$ cat src/design/stepper_full_step_sequencer_homing_macros.svh
// Assertion macros for the stepper sequencer.
// Used by the top level; expects clk and arst_n in scope.
`ifndef STEPPER_FULL_STEP_SEQUENCER_HOMING_MACROS_SVH
`define STEPPER_FULL_STEP_SEQUENCER_HOMING_MACROS_SVH

// concurrent check on the block clock, off while in reset
`define STPSEQ_ASSERT(lbl, prop, msg) \
	lbl: assert property (@(posedge clk) disable iff (!arst_n) prop) else $error(msg);

// same check, but also evaluated during reset
`define STPSEQ_ASSERT_ALWAYS(lbl, prop, msg) \
	lbl: assert property (@(posedge clk) prop) else $error(msg);

`endif

$ cat src/design/stpseq_pkg.sv
// Shared types, codes and constants for the stepper sequencer.
// No dependencies.
`timescale 1ns / 1ps

package stpseq_pkg;

	localparam int POSITION_BITS_DEF = 32;
	localparam int IN_TDATA_W        = 24;
	localparam int OUT_TDATA_W       = 48;
	localparam int HOME_TARGET       = -50000;
	localparam int STEP_MOVE         = 4;

	localparam logic [15:0]        STEPS_PER_TURN_RST = 16'd200;
	localparam logic signed [15:0] ROTATION_MIN_RST   = -16'sd100;
	localparam logic signed [15:0] ROTATION_MAX_RST   = 16'sd100;

	typedef enum logic [1:0] {
		ACT_TICK       = 2'd0,
		ACT_SET_TARGET = 2'd1,
		ACT_HOME       = 2'd2,
		ACT_NONE       = 2'd3
	} action_t;

	typedef enum logic [1:0] {
		REG_STEPS_PER_TURN = 2'd0,
		REG_ROTATION_MIN   = 2'd1,
		REG_ROTATION_MAX   = 2'd2,
		REG_UNUSED         = 2'd3
	} reg_index_t;

	// homing status flags
	typedef struct packed {
		logic home_low;
		logic home_high;
		logic indexed;
		logic homing;
	} flags_t;

	// bridge bits: [3] high_a, [2] low_a, [1] high_b, [0] low_b
	localparam logic [3:0] PAT_LOW_DIR [4]  = '{4'd5, 4'd9, 4'd10, 4'd6};
	localparam logic [3:0] PAT_HIGH_DIR [4] = '{4'd10, 4'd9, 4'd5, 4'd6};

endpackage

$ cat src/design/stpseq_target.sv
// Clamps a rotation request to the configured limits and scales it to steps.
// Depends on stpseq_pkg.
`timescale 1ns / 1ps

module stpseq_target import stpseq_pkg::*; #(
	parameter int POSITION_BITS = POSITION_BITS_DEF
) (
	input  logic signed [15:0]        rotations,
	input  logic signed [15:0]        rotation_min,
	input  logic signed [15:0]        rotation_max,
	input  logic [15:0]               steps_per_turn,
	output logic [POSITION_BITS-1:0]  target
);

	logic signed [15:0] rot_lo;
	logic signed [15:0] rot_clamped;
	logic signed [16:0] rot_ext;
	logic signed [16:0] steps_ext;
	logic signed [32:0] product;

	always_comb begin
		// min first, then max: max wins if the limits cross
		rot_lo      = (rotations < rotation_min) ? rotation_min : rotations;
		rot_clamped = (rot_lo > rotation_max) ? rotation_max : rot_lo;
		rot_ext     = {rot_clamped[15], rot_clamped};
		steps_ext   = {1'b0, steps_per_turn};
		product     = rot_ext * steps_ext;
		target      = POSITION_BITS'(product);
	end

endmodule

$ cat src/design/stpseq_tick.sv
// Next state for one step tick: bridge phase walk, position move, index handling.
// Depends on stpseq_pkg.
`timescale 1ns / 1ps

module stpseq_tick import stpseq_pkg::*; #(
	parameter int POSITION_BITS = POSITION_BITS_DEF
) (
	input  logic                      index_level,
	input  logic [1:0]                phase,
	input  logic [3:0]                bridge,
	input  logic [POSITION_BITS-1:0]  pos,
	input  logic [POSITION_BITS-1:0]  target,
	input  flags_t                    flags,
	output logic [1:0]                phase_nx,
	output logic [3:0]                bridge_nx,
	output logic [POSITION_BITS-1:0]  pos_nx,
	output logic [POSITION_BITS-1:0]  target_nx,
	output flags_t                    flags_nx,
	output logic                      stop
);

	localparam logic [POSITION_BITS-1:0] MOVE = POSITION_BITS'(STEP_MOVE);

	logic move_low;
	logic move_high;
	logic [1:0] phase_inc;

	always_comb begin
		move_low  = $signed(target) < $signed(pos);
		move_high = $signed(pos) < $signed(target);
		phase_inc = phase + 2'd1;

		phase_nx  = phase;
		bridge_nx = bridge;
		pos_nx    = pos;
		target_nx = target;
		flags_nx  = flags;
		stop      = 1'b0;

		if (move_low) begin
			if (!flags.home_low) begin
				bridge_nx = PAT_LOW_DIR[phase];
				phase_nx  = phase_inc;
				if (phase_inc == 2'd0) begin
					pos_nx = pos - MOVE;
				end
			end
			if (index_level && !flags.home_high) begin
				flags_nx.home_low = 1'b1;
				// auto-home finishes here: zero the axis
				if (flags.homing) begin
					target_nx        = '0;
					pos_nx           = '0;
					flags_nx.indexed = 1'b1;
					flags_nx.homing  = 1'b0;
				end
			end else begin
				flags_nx.home_low = 1'b0;
			end
		end else if (move_high) begin
			if (!flags.home_high) begin
				bridge_nx = PAT_HIGH_DIR[phase];
				phase_nx  = phase_inc;
				if (phase_inc == 2'd0) begin
					pos_nx = pos + MOVE;
				end
			end
			// hit the index at the high end: stop where we are
			if (index_level && !flags.home_low) begin
				flags_nx.home_high = 1'b1;
				stop               = 1'b1;
				target_nx          = pos_nx;
			end else begin
				flags_nx.home_high = 1'b0;
			end
		end
	end

endmodule

$ cat src/design/stepper_full_step_sequencer_homing.sv
// Top level of the two-phase full-step stepper sequencer with index homing.
// Depends on stpseq_pkg, stpseq_target, stpseq_tick and the macros header.
`timescale 1ns / 1ps

// Each input item (step tick, set-target or start-home command) gives exactly one
// result item with the bridge enables, position and homing flags after that item.
// An item is registered on entry, and its state update and result are computed
// into the output register when the output side can take them. An item can be
// accepted every cycle while the output is not stalled. The longest combinational
// path is the clamp and 17x17 multiply of the set-target command. Bridge enables
// hold between ticks. Configuration writes are taken on any cycle (cfg_ready is
// always high) and apply to later items.

`include "stepper_full_step_sequencer_homing_macros.svh"

module stepper_full_step_sequencer_homing import stpseq_pkg::*; #(
	parameter int POSITION_BITS = POSITION_BITS_DEF
) (
	input  logic                    clk,
	input  logic                    arst_n,
	// config write channel
	input  logic                    cfg_valid,
	output logic                    cfg_ready,
	input  logic [1:0]              cfg_index,
	input  logic [15:0]             cfg_data,
	// input items
	input  logic                    s_axis_tvalid,
	output logic                    s_axis_tready,
	// [0] index_level, [16:1] rotations, [23:17] zero
	input  logic [IN_TDATA_W-1:0]   s_axis_tdata,
	// [1:0] action
	input  logic [1:0]              s_axis_tuser,
	// result items
	output logic                    m_axis_tvalid,
	input  logic                    m_axis_tready,
	// [0] high_a, [1] low_a, [2] high_b, [3] low_b, [35:4] position, [36] at_target,
	// [37] home_low_seen, [38] home_high_seen, [39] is_indexed, [40] homing_active,
	// [41] stop_sequence, [47:42] zero
	output logic [OUT_TDATA_W-1:0]  m_axis_tdata
);

	localparam logic [POSITION_BITS-1:0] HOME_POS = POSITION_BITS'(HOME_TARGET);

	// configuration
	logic [15:0]        steps_q;
	logic signed [15:0] rot_min_q;
	logic signed [15:0] rot_max_q;

	// input stage
	logic               valid_s1;
	action_t            action_s1;
	logic               index_s1;
	logic signed [15:0] rot_s1;

	// block state
	logic [1:0]               phase_q;
	logic [3:0]               bridge_q;
	logic [POSITION_BITS-1:0] pos_q;
	logic [POSITION_BITS-1:0] target_q;
	flags_t                   flags_q;

	// output register
	logic                   out_valid_q;
	logic [OUT_TDATA_W-1:0] out_data_q;

	logic advance;
	logic proc;

	logic [POSITION_BITS-1:0] cmd_target;
	logic [1:0]               tk_phase;
	logic [3:0]               tk_bridge;
	logic [POSITION_BITS-1:0] tk_pos;
	logic [POSITION_BITS-1:0] tk_target;
	flags_t                   tk_flags;
	logic                     tk_stop;

	logic [1:0]               phase_nx;
	logic [3:0]               bridge_nx;
	logic [POSITION_BITS-1:0] pos_nx;
	logic [POSITION_BITS-1:0] target_nx;
	flags_t                   flags_nx;
	logic                     stop_nx;
	logic [OUT_TDATA_W-1:0]   result;

	assign cfg_ready     = 1'b1;
	assign advance       = !out_valid_q || m_axis_tready;
	assign proc          = valid_s1 && advance;
	assign s_axis_tready = !valid_s1 || advance;
	assign m_axis_tvalid = out_valid_q;
	assign m_axis_tdata  = out_data_q;

	stpseq_target #(
		.POSITION_BITS (POSITION_BITS)
	) u_target (
		.rotations      (rot_s1),
		.rotation_min   (rot_min_q),
		.rotation_max   (rot_max_q),
		.steps_per_turn (steps_q),
		.target         (cmd_target)
	);

	stpseq_tick #(
		.POSITION_BITS (POSITION_BITS)
	) u_tick (
		.index_level (index_s1),
		.phase       (phase_q),
		.bridge      (bridge_q),
		.pos         (pos_q),
		.target      (target_q),
		.flags       (flags_q),
		.phase_nx    (tk_phase),
		.bridge_nx   (tk_bridge),
		.pos_nx      (tk_pos),
		.target_nx   (tk_target),
		.flags_nx    (tk_flags),
		.stop        (tk_stop)
	);

	always_comb begin
		phase_nx  = phase_q;
		bridge_nx = bridge_q;
		pos_nx    = pos_q;
		target_nx = target_q;
		flags_nx  = flags_q;
		stop_nx   = 1'b0;
		unique case (action_s1)
			ACT_TICK: begin
				phase_nx  = tk_phase;
				bridge_nx = tk_bridge;
				pos_nx    = tk_pos;
				target_nx = tk_target;
				flags_nx  = tk_flags;
				stop_nx   = tk_stop;
			end
			ACT_SET_TARGET: begin
				target_nx = cmd_target;
			end
			ACT_HOME: begin
				flags_nx.homing = 1'b1;
				if (!flags_q.home_low) begin
					target_nx = HOME_POS;
				end
			end
			default: begin
			end
		endcase

		result = {6'd0, stop_nx, flags_nx.homing, flags_nx.indexed, flags_nx.home_high,
			flags_nx.home_low, (pos_nx == target_nx), 32'(pos_nx),
			bridge_nx[0], bridge_nx[1], bridge_nx[2], bridge_nx[3]};
	end

	always_ff @(posedge clk or negedge arst_n) begin
		if (!arst_n) begin
			steps_q   <= STEPS_PER_TURN_RST;
			rot_min_q <= ROTATION_MIN_RST;
			rot_max_q <= ROTATION_MAX_RST;
		end else if (cfg_valid && cfg_ready) begin
			unique case (reg_index_t'(cfg_index))
				REG_STEPS_PER_TURN: steps_q   <= cfg_data;
				REG_ROTATION_MIN:   rot_min_q <= $signed(cfg_data);
				REG_ROTATION_MAX:   rot_max_q <= $signed(cfg_data);
				default: begin
				end
			endcase
		end
	end

	// input stage: hold the item until the output side can take its result
	always_ff @(posedge clk or negedge arst_n) begin
		if (!arst_n) begin
			valid_s1 <= 1'b0;
		end else if (s_axis_tready) begin
			valid_s1 <= s_axis_tvalid;
		end
	end

	always_ff @(posedge clk) begin
		if (s_axis_tvalid && s_axis_tready) begin
			action_s1 <= action_t'(s_axis_tuser);
			index_s1  <= s_axis_tdata[0];
			rot_s1    <= $signed(s_axis_tdata[16:1]);
		end
	end

	always_ff @(posedge clk or negedge arst_n) begin
		if (!arst_n) begin
			phase_q     <= '0;
			bridge_q    <= '0;
			pos_q       <= '0;
			target_q    <= '0;
			flags_q     <= '0;
			out_valid_q <= 1'b0;
		end else begin
			if (advance) begin
				out_valid_q <= valid_s1;
			end
			if (proc) begin
				phase_q  <= phase_nx;
				bridge_q <= bridge_nx;
				pos_q    <= pos_nx;
				target_q <= target_nx;
				flags_q  <= flags_nx;
			end
		end
	end

	always_ff @(posedge clk) begin
		if (proc) begin
			out_data_q <= result;
		end
	end

	`STPSEQ_ASSERT(a_stop_at_target, m_axis_tvalid && m_axis_tdata[41] |-> m_axis_tdata[36] && m_axis_tdata[38], "stop pulse without stopping at target")
	`STPSEQ_ASSERT_ALWAYS(a_no_shoot_through, !(bridge_q[3] === 1'b1 && bridge_q[2] === 1'b1) && !(bridge_q[1] === 1'b1 && bridge_q[0] === 1'b1), "both switches of one bridge leg enabled")
	`STPSEQ_ASSERT(a_phase_on_tick, !(proc && action_s1 == ACT_TICK) |=> $stable(phase_q), "phase moved without a step tick")
	`STPSEQ_ASSERT(a_hold_stalled, valid_s1 && !advance |=> valid_s1 && $stable(rot_s1), "stalled item lost in input stage")

endmodule

$ cat config.mk
export PLATFORM = sky130hd
export DESIGN_NAME = stepper_full_step_sequencer_homing
export DESIGN_NICKNAME = d
export VERILOG_FILES = /design/src/design/stpseq_pkg.sv /design/src/design/stpseq_target.sv /design/src/design/stpseq_tick.sv /design/src/design/stepper_full_step_sequencer_homing.sv
export VERILOG_INCLUDE_DIRS = /design/src /design/src/design
export SDC_FILE = /design/constraint.sdc
export NUM_CORES = 1
export LEC_CHECK = 0
export ABC_CLOCK_PERIOD_IN_PS = 12950
export BUFFER_PORTS_ARGS = -buffer_cell sky130_fd_sc_hd__buf_4
export CAP_MARGIN = 25
export CORE_UTILIZATION = 39
export CTS_BUF_LIST = sky130_fd_sc_hd__clkbuf_4 sky130_fd_sc_hd__clkbuf_8 sky130_fd_sc_hd__clkbuf_16
export CTS_CLUSTER_DIAMETER = 50
export DETAILED_ROUTE_END_ITERATION = 12
export PLACE_DENSITY = 0.66
export SLEW_MARGIN = 10
export SYNTH_ARGS = -nofsm -noshare
export SYNTH_HDL_FRONTEND = slang
export SYNTH_HIERARCHICAL = 1
export SYNTH_SLANG_ARGS = --single-unit
$ cat constraint.sdc
create_clock -name clk -period 12.95 [get_ports clk]
set_clock_uncertainty 0.2 [all_clocks]
set_input_delay 0.6475 -clock clk [delete_from_list [all_inputs] [get_ports clk]]
set_output_delay 0.6475 -clock clk [all_outputs]
set_load 0.02 [all_outputs]
==> results.json <==
{
  "cts-root-buf": "clkbuf_16",
  "syn_avg_cell_area_um2": 9.75,
  "dieArea_um2": 57700,
  "hpwl_mm": 41.5,
  "finalMaxSlewViolations": 0,
  "place_congestion": 0.893,
  "cts_resized": 0,
  "crit_path_end_kind": "register",
  "cpMostUsedCell": "fa_1",
  "synth_edf_count": 61,
  "crit_start": "rot_min_q[10]",
  "grt_first_pass_wirelength_mm": 92.0,
  "r2r_slack_ns": 0.70,
  "place_ws_ns": 0.564,
  "timing.rr.start": "rot_min_q[10]",
  "grt_antenna_before_repair": 1,
  "tightest_slew_ns": 1.07,
  "postLayoutCellArea_um2": 23800,
  "first_global_vias": 17237,
  "cp-start-kind": "register",
  "timing.fmax_mhz": 81.6,
  "ant_nets": 0,
  "ios": 100,
  "synthFlopType": "dfrtp_1",
  "path_clk_slew_ns": 0.08,
  "dr.first_iter.drc_count": 1207,
  "ys_seq_elements": 185,
  "fin_tns_setup_ns": 0,
  "cts_buffers": 17,
  "die_width_um": 240,
  "hold_viol": 0,
  "relSlewSlack": 0.284,
  "rsz0062_at_grt": "false",
  "grt-ovfl-total": 0,
  "start_util": 0.398,
  "core_um2": 55500,
  "synthCells": 2269,
  "drc": 0,
  "drt-wirelength-per-cell_um": 18.7,
  "first_pass_iters": 5,
  "grt_max_degree": 67,
  "cap_violations": 0,
  "clock_sinks": 185,
  "period_needed_ns": 12.25,
  "mostFrequentLayoutCell": "inv_1",
  "die_y_um": 240,
  "layout_common_cells": "317 x inv_1, 219 x nand2_1, 194 x fa_1",
  "drive_gt1_frac": 0.192,
  "layout_setup_ws_ns": 0.697,
  "ys.warnings.count": 6,
  "arrival_ns": 12.39,
  "antennaDiodeCount": 0,
  "synth_area_um2": 22100,
  "grt_usage": 0.206,
  "io_buffers": 85,
  "routed-via-count": 16741,
  "hold_slack_ns": 0.109,
  "clock_path_buffers": 2,
  "outcome": "finished, final reports clean",
  "cp_top_family": "adder cells",
  "critPathBufInv": 9,
  "routed_wl_mm": 57.1,
  "post_dp_cell_area_um2": 23200,
  "critical_path_peak_fanout": 16,
  "synth.distinct_cells": 105,
  "row_count": 86,
  "finalSetupViolCount": 0,
  "cp_slowest_cell": "or4b_2",
  "syn_to_final_growth_pct": 7.77,
  "tritoncts": "yes",
  "cp_data_required_time_ns": 13.09,
  "clkLatencyLatePin_ns": 0.51,
  "yosysSeqAreaShare": 0.224,
  "worstHoldPathType": "input pin to register",
  "async_flop_share": 0.670,
  "via_per_inst": 5.49,
  "cp_slowest_stage_delay_ns": 0.61,
  "nets": 2713,
  "min-delay-start": "s_axis_tdata[6]",
  "htree_levels": 4,
  "timing.final.crit_share": 0.946,
  "path_class": "register to register"
}
[metrics by stage]
stage | cells | utilization
final | 3048 | 0.429
after global routing | 3048 | 0.429
after CTS | 3045 | 0.428
after detailed placement | 3012 | 0.418
after global placement | 3011 | 0.417
after floorplan | 2274 | -
[area by class of cell]
cell class                      count  area (µm²)
Inverter                          319        1200
Timing Repair Buffer              112         887
Sequential cell                   185        4960
Tap cell                          748         936
Clock inverter                     15         173
Fill cell                        5417       31700
Multi-Input combinational cell   1652       15300
Clock buffer                       17         425
[synth_stat cells (14+ instances only)]
library cell,count,area (µm²)
mux2i_1,25,250
nand3_1,30,150
o21ai_0,63,315
nor3_1,26,130
clkbuf_1,37,139
nand4_1,21,131
mux2_2,174,1960
dfrtp_1,106,2650
inv_1,318,1190
o22ai_1,30,188
buf_6,21,236
a211oi_2,29,363
ha_1,183,2290
xor2_1,34,298
and3_1,15,93.8
xnor2_1,54,473
buf_2,27,135
fa_1,194,3880
nand2b_1,42,263
buf_4,20,150
mux2_4,21,315
a21o_1,14,105
dfstp_2,18,473
nor2_1,87,327
and2_1,117,732
edfxtp_1,61,1830
nand2_1,220,826
a21oi_1,61,305
[final timing paths]
check                                   end  cells past startpoint
max                        m_axis_tdata[36]                     45
min                               rot_s1[5]                      1
max reg2reg                m_axis_tdata[36]                     45
min reg2reg                   m_axis_tvalid                      1
max in group asynchronous        steps_q[9]                      3
min in group asynchronous       target_q[2]                      2
[flip-flops by register name, summed over array words and instances (netlist names)]
signal	count
m_axis_tdata	42
index_s1	1
pos_q	32
rot_s1	16
target_q	32
rot_min_q	16
bridge_q	4
valid_s1	1
flags_q	4
m_axis_tvalid	1
rot_max_q	16
action_s1	2
steps_q	16
phase_q	2
[worst reg2reg max path: cells and delay by family (launching register included)]
kind	cells	cell delay, ns
DFF	1	0.55
AOI/OAI and AO/OA	10	2.32
buffers and inverters	9	1.01
adders and majority gates	9	4.04
and+or+nand+nor	12	2.52
xor gates and xnor gates	2	0.27
muxes	3	1.14
[cells by family (layout without fill, tap and decap cells)]
logic type | after synthesis | after routing | synth area share
simple gates | 649 | 649 | 0.153
buf+inv | 437 | 463 | 0.0874
fa+ha+maj | 377 | 377 | 0.279
compound gates | 308 | 308 | 0.105
mux | 223 | 223 | 0.116
flops | 185 | 185 | 0.224
xor+xnor | 88 | 88 | 0.0348
other cells | 2 | 7 | 0.000339
[layer usage]
metal / wire length (µm) / GRT usage / part of all wire
met5: 0 / 0 / 0
met4: 1520 / 0.0751 / 0.027
met3: 3330 / 0.0342 / 0.058
met2: 27400 / 0.340 / 0.48
met1: 24800 / 0.270 / 0.43
[what timing repair did]
action                                 CTS  global route
endpoints found under the hold margin   60             0
setup buffers                            0             1
setup endpoints to repair                0             1
hold buffers                             1             0
Power is not shown: default switching activity piles up to over one toggle a cycle in this logic, so the estimate is an artifact.
